[config.mk]
export PLATFORM = sky130hd
export DESIGN_NAME = aets_decode
export DESIGN_NICKNAME = d
export VERILOG_FILES = /design/src/sv/aets_pkg.sv /design/src/sv/aets_decode.sv
export SDC_FILE = /design/constraint.sdc
export NUM_CORES = 1
export LEC_CHECK = 0
export BUFFER_PORTS_ARGS = -buffer_cell sky130_fd_sc_hd__buf_2
export CELL_PAD_IN_SITES_DETAIL_PLACEMENT = 1
export CELL_PAD_IN_SITES_GLOBAL_PLACEMENT = 1
export CORE_MARGIN = 4
export CORE_UTILIZATION = 27
export DETAILED_ROUTE_END_ITERATION = 10
export PLACE_DENSITY = 0.81
export SKIP_LAST_GASP = 1
export SYNTH_ARGS = -nofsm -noshare
export SYNTH_HDL_FRONTEND = slang
export SYNTH_SLANG_ARGS = --single-unit
[constraint.sdc]
create_clock -name vclk -period 2.8
set_input_delay 0.14 -clock vclk [all_inputs]
set_output_delay 0.14 -clock vclk [all_outputs]
set_load 0.05 [all_outputs]
[src/sv/aets_pkg.sv]
// Shared constants, result codes and the decoded event type of the event time surface.
package aets_pkg;

	localparam int SENSOR_SIZE = 128;
	localparam int MAP_AW      = 15;
	localparam int MAP_DEPTH   = 1 << MAP_AW;

	localparam logic [31:0] WRAP_STEP = 32'h0000_4000;
	localparam logic signed [7:0] RESPONSE = 8'sd127;

	localparam logic [1:0] KIND_PIXEL  = 2'd0;
	localparam logic [1:0] KIND_WRAP   = 2'd1;
	localparam logic [1:0] KIND_ORESET = 2'd2;
	localparam logic [1:0] KIND_READ   = 2'd3;

	typedef struct packed {
		logic [1:0]        kind;
		logic [6:0]        x;
		logic [6:0]        y;
		logic signed [7:0] pol;
		logic              cam;
		logic [31:0]       t;
	} dec_t;

endpackage

[src/sv/aets_decode.sv]
// Decoder of one address-event word into kind, coordinates, polarity, camera and time.
module aets_decode import aets_pkg::*; (
	input  logic        format_mode,
	input  logic [31:0] wrap_offset,
	input  logic [31:0] event_word,
	input  logic [31:0] time_word,
	output dec_t        dec
);

	logic [15:0] addr;
	logic [7:0]  raw_y;
	logic [7:0]  flip_x;
	logic [7:0]  flip_y;

	assign addr   = event_word[15:0];
	assign raw_y  = 8'(SENSOR_SIZE - 1) - {1'b0, addr[7:1]};
	assign flip_y = 8'(SENSOR_SIZE) - raw_y;
	assign flip_x = 8'(SENSOR_SIZE) - {1'b0, addr[14:8]};

	always_comb begin
		dec = '0;
		if (!format_mode && event_word[31]) begin
			dec.kind = KIND_WRAP;
		end else if (!format_mode && event_word[30]) begin
			dec.kind = KIND_ORESET;
		end else begin
			dec.kind = KIND_PIXEL;
			dec.x    = flip_x[6:0];
			dec.y    = flip_y[6:0];
			dec.pol  = addr[0] ? 8'sd1 : -8'sd1;
			// Four-byte words always come from the left camera.
			dec.cam  = format_mode ? ~addr[15] : 1'b1;
			dec.t    = format_mode ? time_word : ({16'b0, event_word[31:16]} + wrap_offset);
		end
	end

endmodule

==> metrics.log, run 1 <==
INFO  metric status = completed
INFO  metric io_buffers = 154
INFO  metric grt_pass1_wl = 14,000 µm
INFO  metric yosysUniqueCellTypes = 60
INFO  metric synth_area = 2050 µm²
INFO  metric power.density_cell_area = 251 nW/µm²
INFO  metric synthesis.yosys.warnings = 0
INFO  metric worstPathMaxFanout = 14
INFO  metric post_route_cells_drive_above_1_share = 38.8%
INFO  metric grt_antenna_before_repair = 0
INFO  metric placed_cell_area = 2870 µm²
INFO  metric worstHoldEndpoint = dec[32]
INFO  metric detail_route.iter0.violations = 101
INFO  metric cap_violations = 0
INFO  metric dr_total_vias = 2,979
INFO  metric core_area = 7290 µm²
INFO  metric setup-tns-final = 0 ns
INFO  metric maximum_number_of_pins_on_one_net_before_global_route_repair = 20
INFO  metric cts.hold.buffers_added = 0
INFO  metric gp_congestion = 0.845
INFO  metric cts.repair_timing.setup_buffer_count = 0
INFO  metric number_of_global_route_vias_before_repair = 3,072
INFO  metric final_setup_violation_count = 0
INFO  metric hold_class = in2out
INFO  metric post_drt_wl_per_cell = 15.9 µm
INFO  metric rsz0062_at_grt = false
INFO  metric ys_seq_area_share = 0%
INFO  metric post_cts_resized = 0
INFO  metric antenna_violating_nets_post_route = 0
INFO  metric syn-instance-count = 312
INFO  metric worstPathRequired = 2.66 ns
INFO  metric final_period_minus_worst_setup_slack = 2.67 ns
INFO  metric worst_slew_margin_rel = 31.8%
INFO  metric timing.final.hold_violations = 0
INFO  metric netlist.top_cell.by_area = sky130_fd_sc_hd__ha_1
INFO  metric worstSetupPathType = in2out
INFO  metric area_growth = 40.4%
INFO  metric sequential_cell_area = 0 µm²
INFO  metric final.fill_count = 1,025
INFO  metric most_numerous_cell_types_in_the_synthesized_netlist = sky130_fd_sc_hd__nand2_1 (35), sky130_fd_sc_hd__nor2_1 (24), sky130_fd_sc_hd__nand3_1 (23)
INFO  metric timing_worst_slew_pin_value = 1.02 ns
INFO  metric synth.net_count = 428
INFO  metric hold-worst-slack = 0.622 ns
INFO  metric postRouteWirelength = 8740 µm
INFO  metric post_drt_via_cell_ratio = 5.44
INFO  metric nClkBuffers = 0
INFO  metric endpoint_kind = output pin
INFO  metric grt_usage = 18.3%
INFO  metric finalInstanceArea = 2870 µm²
INFO  metric ios = 154
INFO  metric yosysTopAreaCellShare = 11.0%
INFO  metric die_height = 95.0 µm
INFO  metric static-leakage-power = 1.38 nW
INFO  metric floorplan.initialDensity = 28.1%
INFO  metric hpwlAfterDp = 7300 µm
INFO  metric layout_worst_path_cycle_share = 95.3%
INFO  metric critPathLaunchType = input pin
INFO  metric number_of_max_slew_violations_in_the_final_report = 0
INFO  metric drcViolationCount = 0
INFO  metric maximum_achievable_frequency = 0.375 GHz
INFO  metric die_area = 9030 µm²
INFO  metric place_inst = 548
INFO  metric insertedDiodeCount = 0
INFO  metric grt_overflow = 0
INFO  metric most_repeated_cell_in_the_gate_level_netlist_after_synthesis = sky130_fd_sc_hd__nand2_1
INFO  metric drt_pass1_iterations = 4
INFO  metric yosys-top-cells-area = sky130_fd_sc_hd__ha_1 (11%), sky130_fd_sc_hd__nand2_1 (6.4%), sky130_fd_sc_hd__nand3_1 (5.6%)
INFO  metric worstHoldStart = event_word[15]
INFO  metric crit_arrival = 2.53 ns
INFO  metric whs_path_depth = 3
INFO  metric core.rowCount = 31
INFO  metric finish.net_count = 567
INFO  metric stdcell_count = 548
INFO  metric syn_avg_cell_area = 6.56 µm²
INFO  metric ir_worst_vdd = 0.0964 mV
INFO  metric chip_width = 95.0 µm
INFO  metric seq_cell_count = 0
==> cells in the final DEF (no fill, tap or decap), types with 2 or more instances in the layout <==
cell type / n
sky130_fd_sc_hd__o311ai_1: 2
sky130_fd_sc_hd__nor2b_1: 9
sky130_fd_sc_hd__a22o_1: 5
sky130_fd_sc_hd__o211ai_1: 4
sky130_fd_sc_hd__xor2_1: 10
sky130_fd_sc_hd__o21ai_1: 4
sky130_fd_sc_hd__nor4_1: 2
sky130_fd_sc_hd__inv_1: 14
sky130_fd_sc_hd__a21o_1: 2
sky130_fd_sc_hd__nand4_1: 11
sky130_fd_sc_hd__a32o_1: 3
sky130_fd_sc_hd__buf_2: 154
sky130_fd_sc_hd__a21oi_1: 14
sky130_fd_sc_hd__a32oi_1: 10
sky130_fd_sc_hd__and3_1: 2
sky130_fd_sc_hd__nor3_1: 11
sky130_fd_sc_hd__mux2i_1: 2
sky130_fd_sc_hd__nand3_1: 23
sky130_fd_sc_hd__ha_1: 18
sky130_fd_sc_hd__o31ai_1: 3
sky130_fd_sc_hd__and2_1: 2
sky130_fd_sc_hd__nor2_1: 24
sky130_fd_sc_hd__nor3b_1: 4
sky130_fd_sc_hd__nand2_1: 35
sky130_fd_sc_hd__a221o_1: 2
sky130_fd_sc_hd__a31oi_1: 4
sky130_fd_sc_hd__xnor2_1: 9
sky130_fd_sc_hd__o21ai_0: 18
sky130_fd_sc_hd__a2111o_1: 6
sky130_fd_sc_hd__o21a_1: 8
sky130_fd_sc_hd__buf_4: 7
==> where the power goes <==
| part | leakage (nW) | internal [mW] | switching (mW) |
|---|---|---|---|
| combinational | 1.38 | 0.225 | 0.496 |
| clock | 0 | 0 | 0 |
| sequential | 0 | 0 | 0 |
| total | 1.38 | 0.225 | 0.496 |
==> metrics by stage <==
step                      setup WS (ns)  total power [mW]  utilization (%)
after global routing             0.0127             0.781             39.4
after detailed placement          0.172             0.722             39.4
after global placement            0.201             0.707             39.4
after floorplan                 -0.0375             0.509                -
final                             0.131             0.721             39.4
after CTS                         0.160             0.725             39.4
==> cell families after synthesis <==
kind of cell               synth area share, %
adders and majority gates                 12.0
xor gates and xnor gates                  8.13
and+or+nand+nor                           34.7
muxes                                    0.979
AOI/OAI and AO/OA                         35.5
buffers and inverters                     8.75
==> layer usage <==
metal	vias to the layer above	GRT usage (%)	part of all wire (%)
li1	1455	-	-
met1	1429	22.4	42
met2	85	35.1	52
met3	10	1.34	4.8
met4	0	3.00	1.3
met5	-	0	0
==> final cells by class <==
class | count | area [µm²] | share of cell area [%]
multi-input cells | 274 | 1870 | 65.2
inverters | 14 | 52.6 | 1.83
repair buffers | 161 | 823 | 28.7
well taps | 99 | 124 | 4.31
==> worst max-delay path, stage by stage <==
cell and delay, ns:
sky130_fd_sc_hd__buf_2 0.10, sky130_fd_sc_hd__ha_1 0.21, sky130_fd_sc_hd__fa_1 0.41, sky130_fd_sc_hd__a21oi_1 0.23, sky130_fd_sc_hd__o21ai_0 0.18, sky130_fd_sc_hd__o21ai_1 0.24, sky130_fd_sc_hd__a41oi_2 0.14, sky130_fd_sc_hd__buf_4 0.22
sky130_fd_sc_hd__mux2i_1 0.12, sky130_fd_sc_hd__a311o_1 0.31, sky130_fd_sc_hd__buf_2 0.21
==> worst max-delay path by stage <==
stage | from | endpoint | slack [ns]
finish | wrap_offset[0] | dec[22] | 0.13
floorplan | wrap_offset[0] | dec[20] | -0.04
detailed placement | wrap_offset[0] | dec[22] | 0.17
CTS | wrap_offset[0] | dec[22] | 0.16
global route | wrap_offset[0] | dec[22] | 0.01
global placement | wrap_offset[0] | dec[22] | 0.20
Power figures use the tool's default switching activity.
==> run 2: changes to the inputs <==
Settings changed: CORE_MARGIN 4 to default.
Clock period 2.8 ns to 2.6 ns, I/O delays scaled along.
==> run 2 against run 1 <==
Sequential share of layout area unchanged; via count about the same; critical path depth decreased by 1; total power increased by 12%; cell count increased by 1.6%; worst setup slack improved by 0.015 ns; worst hold slack got worse by 0.019 ns; count of clock-buffer cells in the layout unchanged; core utilization increased by 1.5 points; sequential cell count unchanged; non-clock buffer count increased by 9; critical path type unchanged; largest cell class unchanged; highest routed layer unchanged.
==> metrics.log, run 2 (synthesis results as in run 1) <==
INFO  metric hpwlAfterDp = 7100 µm (was 7300 µm)
INFO  metric drcViolationCount = 0 (unchanged)
INFO  metric setup-tns-final = 0 ns (unchanged)
INFO  metric post_route_cells_drive_above_1_share = 41.0% (was 38.8%)
INFO  metric number_of_global_route_vias_before_repair = 2,857 (was 3,072)
INFO  metric dr_wl_met2 = 4360 µm (was 4510 µm)
INFO  metric static-leakage-power = 1.43 nW (was 1.38 nW)
INFO  metric floorplan.initialDensity = 28.1% (unchanged)
INFO  metric grt_usage = 20.3% (was 18.3%)
INFO  metric timing.final.hold_violations = 0 (unchanged)
INFO  metric postRouteWirelength = 8510 µm (was 8740 µm)
INFO  metric power.net_switching = 0.544 mW (was 0.496 mW)
INFO  metric endpoint_kind = output pin (unchanged)
INFO  metric maximum_number_of_pins_on_one_net_before_global_route_repair = 20 (unchanged)
INFO  metric layout.cells.most_common_list = sky130_fd_sc_hd__buf_2 (150), sky130_fd_sc_hd__nand2_1 (35), sky130_fd_sc_hd__nor2_1 (24), sky130_fd_sc_hd__nand3_1 (23), sky130_fd_sc_hd__ha_1 (18) (was sky130_fd_sc_hd__buf_2 (154), sky130_fd_sc_hd__nand2_1 (35), sky130_fd_sc_hd__nor2_1 (24), sky130_fd_sc_hd__nand3_1 (23))
INFO  metric number_of_max_slew_violations_in_the_final_report = 0 (unchanged)
INFO  metric worstSetupPathType = in2out (unchanged)
INFO  metric power_frac_clock = 0% (about the same)
INFO  metric status = completed (unchanged)
INFO  metric crit_arrival = 2.32 ns (was 2.53 ns)
INFO  metric io_buffers = 154 (unchanged)
INFO  metric worstPathRequired = 2.47 ns (was 2.66 ns)
INFO  metric worst_slew_margin_rel = 67.2% (was 31.8%)
INFO  metric design_power_total = 0.810 mW (was 0.721 mW)
INFO  metric ir_worst_vdd = 0.0943 mV (was 0.0964 mV)
INFO  metric antenna_violating_nets_post_route = 0 (unchanged)
INFO  metric layout_worst_path_cycle_share = 94.4%
INFO  metric drt_pass1_iterations = 6 (was 4)
INFO  metric mostFrequentLayoutCell = sky130_fd_sc_hd__buf_2 (unchanged)
INFO  metric worstHoldEndpoint = dec[32] (unchanged)
INFO  metric maximum_achievable_frequency = 0.407 GHz
INFO  metric placed_cell_area = 2940 µm² (was 2870 µm²)
INFO  metric seq_power_share = 0% (about the same)
INFO  metric area_growth = 45.7% (was 40.4%)
INFO  metric grt_overflow = 0 (unchanged)
INFO  metric top_layer = met4 (unchanged)
INFO  metric timing_worst_slew_pin_value = 0.492 ns (was 1.02 ns)
INFO  metric core_area = 7290 µm² (unchanged)
INFO  metric grt_pass1_wl = 13,100 µm (was 14,000 µm)
INFO  metric post_drt_via_cell_ratio = 5.34 (was 5.44)
INFO  metric ios = 154 (unchanged)
INFO  metric critPathLaunchType = input pin (unchanged)
INFO  metric whs_path_depth = 3 (unchanged)
INFO  metric routed-wl-met3 = 305 µm (was 419 µm)
INFO  metric hold_class = in2out (unchanged)
INFO  metric finish.net_count = 576 (was 567)
INFO  metric worstHoldStart = event_word[15] (unchanged)
INFO  metric chip_width = 89.0 µm (was 95.0 µm)
INFO  metric core.rowCount = 31 (unchanged)
INFO  metric sequential_cell_area = 0 µm² (unchanged)
INFO  metric hold-worst-slack = 0.603 ns (was 0.622 ns)
INFO  metric die_area = 7930 µm² (was 9030 µm²)
INFO  metric nClkBuffers = 0 (unchanged)
INFO  metric detail_route.iter0.violations = 112 (was 101)
INFO  metric dr_total_vias = 2,977 (was 2,979)
INFO  metric insertedDiodeCount = 0 (unchanged)
INFO  metric finalInstanceArea = 2980 µm² (was 2870 µm²)
INFO  metric post_drt_wl_per_cell = 15.3 µm (was 15.9 µm)
INFO  metric seq_cell_count = 0 (unchanged)
INFO  metric power.density_cell_area = 272 nW/µm² (was 251 nW/µm²)
INFO  metric worstPathMaxFanout = 8 (was 14)
INFO  metric grt_antenna_before_repair = 0 (unchanged)
INFO  metric final_period_minus_worst_setup_slack = 2.45 ns
INFO  metric place_inst = 556 (was 548)
INFO  metric final_setup_violation_count = 0 (unchanged)
INFO  metric wl_met1 = 3780 µm (was 3700 µm)
INFO  metric die_height = 89.0 µm (was 95.0 µm)
INFO  metric gp_congestion = 0.792 (was 0.845)
INFO  metric cap_violations = 0 (unchanged)
INFO  metric stdcell_count = 557 (was 548)
INFO  metric internal_power = 0.266 mW (was 0.225 mW)
INFO  metric p_sw_share = 67.2% (was 68.7%)
INFO  metric combPwrFrac = 100.0% (about the same)
[run 2: power by group through the flow]
stage / clock network, mW / registers [mW] / logic (mW)
2_1_floorplan: 0 / 0 / 0.550
3_3_place_gp: 0 / 0 / 0.779
3_5_place_dp: 0 / 0 / 0.794
4_1_cts: 0 / 0 / 0.803
5_1_grt: 0 / 0 / 0.871
6_report: 0 / 0 / 0.810
[run 2: critical path, cell delays in order]
cell	delay (ns)
sky130_fd_sc_hd__buf_2	0.10
sky130_fd_sc_hd__ha_1	0.22
sky130_fd_sc_hd__fa_2	0.37
sky130_fd_sc_hd__a21oi_2	0.17
sky130_fd_sc_hd__o21ai_1	0.11
sky130_fd_sc_hd__o21ai_2	0.24
sky130_fd_sc_hd__a41oi_4	0.24
sky130_fd_sc_hd__buf_4	0.22
sky130_fd_sc_hd__o311ai_1	0.21
sky130_fd_sc_hd__buf_2	0.31
[run 2: what timing repair did]
item	4_1_cts	5_1_grt
setup endpoints to repair	6	14
hold endpoints to repair	0	0
pin swaps	0	2
buffers inserted	0	1
hold buffers	0	0
resized for setup	2	9
cloned	0	0
[run 2: per-stage QoR]
step	setup WS, ns	util, %
3_3_place_gp	-0.0102	40.3
5_1_grt	-0.000233	40.9
4_1_cts	0.0117	40.5
6_report	0.146	40.9
3_5_place_dp	-0.0652	40.3
2_1_floorplan	-0.217	-
[run 2: cell type report]
cell class | instances | area, µm²
fillers | 1022 | 4310
multi-input cells | 274 | 1900
repair buffers | 170 | 901
well taps | 99 | 124
inverters | 14 | 52.6
[run 2: routing by layer]
metal | GRT usage (%) | up-vias
li1 | - | 1478
met1 | 26.2 | 1411
met2 | 38.6 | 78
met3 | 0.739 | 10
met5 | 0 | -
met4 | 2.16 | 0
[run 2: worst max-delay path by stage]
stage	from	slack [ns]	cells past startpoint	endpoint
3_3_place_gp	wrap_offset[0]	-0.01	10	dec[22]
4_1_cts	wrap_offset[0]	0.01	11	dec[10]
6_report	wrap_offset[0]	0.15	10	dec[20]
2_1_floorplan	wrap_offset[0]	-0.22	7	dec[20]
3_5_place_dp	wrap_offset[0]	-0.07	10	dec[22]
5_1_grt	wrap_offset[12]	-0.0002	10	dec[24]
==> run 3: changes to the inputs <==
Settings changed: BUFFER_PORTS_ARGS -buffer_cell sky130_fd_sc_hd__buf_2 to default, CORE_ASPECT_RATIO from default to 1.2, CORE_UTILIZATION 27 to 44, DONT_BUFFER_PORTS from default to 1, PLACE_DENSITY 0.81 to 0.82, SLEW_MARGIN from default to 20.
==> run 3 against run 2 <==
Cell count down 32%; sequential share of layout area unchanged; global-route usage up 9.1 points; worst hold slack worse by 0.23 ns; via count down 16%; maximum frequency down 0.43%; critical path type unchanged; critical endpoint is now dec[30].
==> metrics.log, run 3 (synthesis results as in run 1) <==
INFO  metric timing_worst_slew_pin_value = 0.990 ns (was 0.492 ns)
INFO  metric drt_pass1_iterations = 4 (was 6)
INFO  metric gp_congestion = 0.885 (was 0.792)
INFO  metric grt_usage = 29.4% (was 20.3%)
INFO  metric power_frac_clock = 0% (about the same)
INFO  metric sequential_cell_area = 0 µm² (unchanged)
INFO  metric cts.hold.buffers_added = 0 (unchanged)
INFO  metric drcViolationCount = 0 (unchanged)
INFO  metric hpwlAfterDp = 6170 µm (was 7100 µm)
INFO  metric hold_class = in2out (unchanged)
INFO  metric die_area = 4930 µm² (was 7930 µm²)
INFO  metric core.rowCount = 26 (was 31)
INFO  metric grt_antenna_before_repair = 0 (unchanged)
INFO  metric layout.cells.most_common_list = sky130_fd_sc_hd__nand2_1 (35), sky130_fd_sc_hd__buf_4 (34), sky130_fd_sc_hd__nand3_1 (23), sky130_fd_sc_hd__nor2_1 (22), sky130_fd_sc_hd__ha_1 (18) (was sky130_fd_sc_hd__buf_2 (150), sky130_fd_sc_hd__nand2_1 (35), sky130_fd_sc_hd__nor2_1 (24), sky130_fd_sc_hd__nand3_1 (23), sky130_fd_sc_hd__ha_1 (18))
INFO  metric place_worst_setup_slack = 0.188 ns (was -0.0652 ns)
INFO  metric dr_total_vias = 2,496 (was 2,977)
INFO  metric detail_route.iter0.violations = 169 (was 112)
INFO  metric nClkBuffers = 0 (unchanged)
INFO  metric placed_cell_area = 2330 µm² (was 2940 µm²)
INFO  metric finalInstanceArea = 2330 µm² (was 2980 µm²)
INFO  metric chip_width = 64.2 µm (was 89.0 µm)
INFO  metric io_buffers = 0 (was 154)
INFO  metric internal_power = 0.204 mW (was 0.266 mW)
INFO  metric worst_slew_margin_rel = 33.8% (was 67.2%)
INFO  metric power.density_cell_area = 295 nW/µm² (was 272 nW/µm²)
INFO  metric layout_worst_path_cycle_share = 94.8% (was 94.4%)
INFO  metric finalWorstSetupSlack = 0.135 ns (was 0.146 ns)
INFO  metric cts.repair_timing.setup_buffer_count = 0 (unchanged)
INFO  metric critPathLaunchType = input pin (unchanged)
INFO  metric setup-tns-final = 0 ns (unchanged)
INFO  metric endpoint_kind = output pin (unchanged)
INFO  metric worstHoldStart = event_word[31] (was event_word[15])
INFO  metric insertedDiodeCount = 0 (unchanged)
INFO  metric whs_path_depth = 1 (was 3)
INFO  metric seq_power_share = 0% (about the same)
INFO  metric grt_pass1_wl = 12,000 µm (was 13,100 µm)
INFO  metric maximum_achievable_frequency = 0.406 GHz (was 0.407 GHz)
INFO  metric ir_worst_vdd = 0.179 mV (was 0.0943 mV)
INFO  metric combPwrFrac = 100.0% (about the same)
INFO  metric post_route_cells_drive_above_1_share = 17.3% (was 41.0%)
INFO  metric ios = 154 (unchanged)
INFO  metric rsz0062_at_grt = false
INFO  metric area_growth = 13.9% (was 45.7%)
INFO  metric number_of_global_route_vias_before_repair = 2,573 (was 2,857)
INFO  metric design_power_total = 0.688 mW (was 0.810 mW)
INFO  metric worstSetupPathType = in2out (unchanged)
INFO  metric p_sw_share = 70.4% (was 67.2%)
INFO  metric power.net_switching = 0.485 mW (was 0.544 mW)
INFO  metric worstPathMaxFanout = 12 (was 8)
INFO  metric floorplan.initialDensity = 46.9% (was 28.1%)
INFO  metric number_of_max_slew_violations_in_the_final_report = 0 (unchanged)
INFO  metric crit_arrival = 2.33 ns (was 2.32 ns)
INFO  metric area_of_combinational_cells_with_multiple_inputs = 1910 µm² (was 1900 µm²)
INFO  metric mostFrequentLayoutCell = sky130_fd_sc_hd__nand2_1 (was sky130_fd_sc_hd__buf_2)
INFO  metric die_height = 76.7 µm (was 89.0 µm)
INFO  metric post_drt_via_cell_ratio = 6.57 (was 5.34)
INFO  metric final.fill_count = 608 (was 1,022)
INFO  metric final_period_minus_worst_setup_slack = 2.46 ns (was 2.45 ns)
INFO  metric cap_violations = 0 (unchanged)
INFO  metric seq_cell_count = 0 (unchanged)
INFO  metric timing.final.hold_violations = 0 (unchanged)
INFO  metric status = completed (unchanged)
INFO  metric finish.net_count = 442 (was 576)
INFO  metric post_drt_wl_per_cell = 19.9 µm (was 15.3 µm)
INFO  metric postRouteWirelength = 7570 µm (was 8510 µm)
INFO  metric post_cts_resized = 0 (was 2)
INFO  metric antenna_violating_nets_post_route = 0 (unchanged)
INFO  metric worstPathRequired = 2.47 ns (about the same)
INFO  metric final_setup_violation_count = 0 (unchanged)
INFO  metric core_area = 4360 µm² (was 7290 µm²)
INFO  metric maximum_number_of_pins_on_one_net_before_global_route_repair = 38 (was 20)
INFO  metric static-leakage-power = 0.902 nW (was 1.43 nW)
INFO  metric worstHoldEndpoint = dec[56] (was dec[32])
INFO  metric grt_overflow = 0 (unchanged)
==> run 3: area by class of cell <==
class	instances	area share, %
repair buffers	36	12.7
inverters	14	2.26
well taps	56	3.01
multi-input cells	274	82.1
==> run 3: per-stage QoR <==
step	hold slack, ns	std cells	util (%)
floorplan	0.436	312	-
global placement	0.378	380	53.4
detailed placement	0.378	380	53.4
CTS	0.378	380	53.4
global route	0.383	380	53.4
finish	0.377	380	53.4
==> run 3: routing by layer <==
metal  up-vias  GRT usage (%)  part of all wire [%]
li1       1208              -                     -
met1      1165           33.8                    41
met2       115           55.5                    51
met3         8           5.21                   7.2
met4         0           5.11                  0.92
met5         -              0                     0
==> run 3: power by group through the flow <==
stage | registers [mW] | clock network [mW] | logic, mW
2_1_floorplan | 0 | 0 | 0.550
3_3_place_gp | 0 | 0 | 0.664
3_5_place_dp | 0 | 0 | 0.682
4_1_cts | 0 | 0 | 0.686
5_1_grt | 0 | 0 | 0.727
6_report | 0 | 0 | 0.688
==> run 3: worst max-delay path by stage <==
stage	from	end	slack, ns	cells past startpoint
detailed placement	wrap_offset[0]	dec[30]	0.19	9
CTS	wrap_offset[0]	dec[30]	0.17	9
finish	wrap_offset[0]	dec[30]	0.14	9
global placement	wrap_offset[0]	dec[30]	0.24	9
floorplan	wrap_offset[0]	dec[20]	-0.22	7
global route	wrap_offset[0]	dec[20]	0.05	9
==> run 3: critical path, cell delays in order <==
cell	delay, ns
sky130_fd_sc_hd__ha_1	0.21
sky130_fd_sc_hd__fa_1	0.41
sky130_fd_sc_hd__a21oi_1	0.22
sky130_fd_sc_hd__o21ai_0	0.17
sky130_fd_sc_hd__o21ai_1	0.25
sky130_fd_sc_hd__a41oi_2	0.22
sky130_fd_sc_hd__buf_4	0.25
sky130_fd_sc_hd__o311ai_2	0.22
sky130_fd_sc_hd__buf_4	0.24
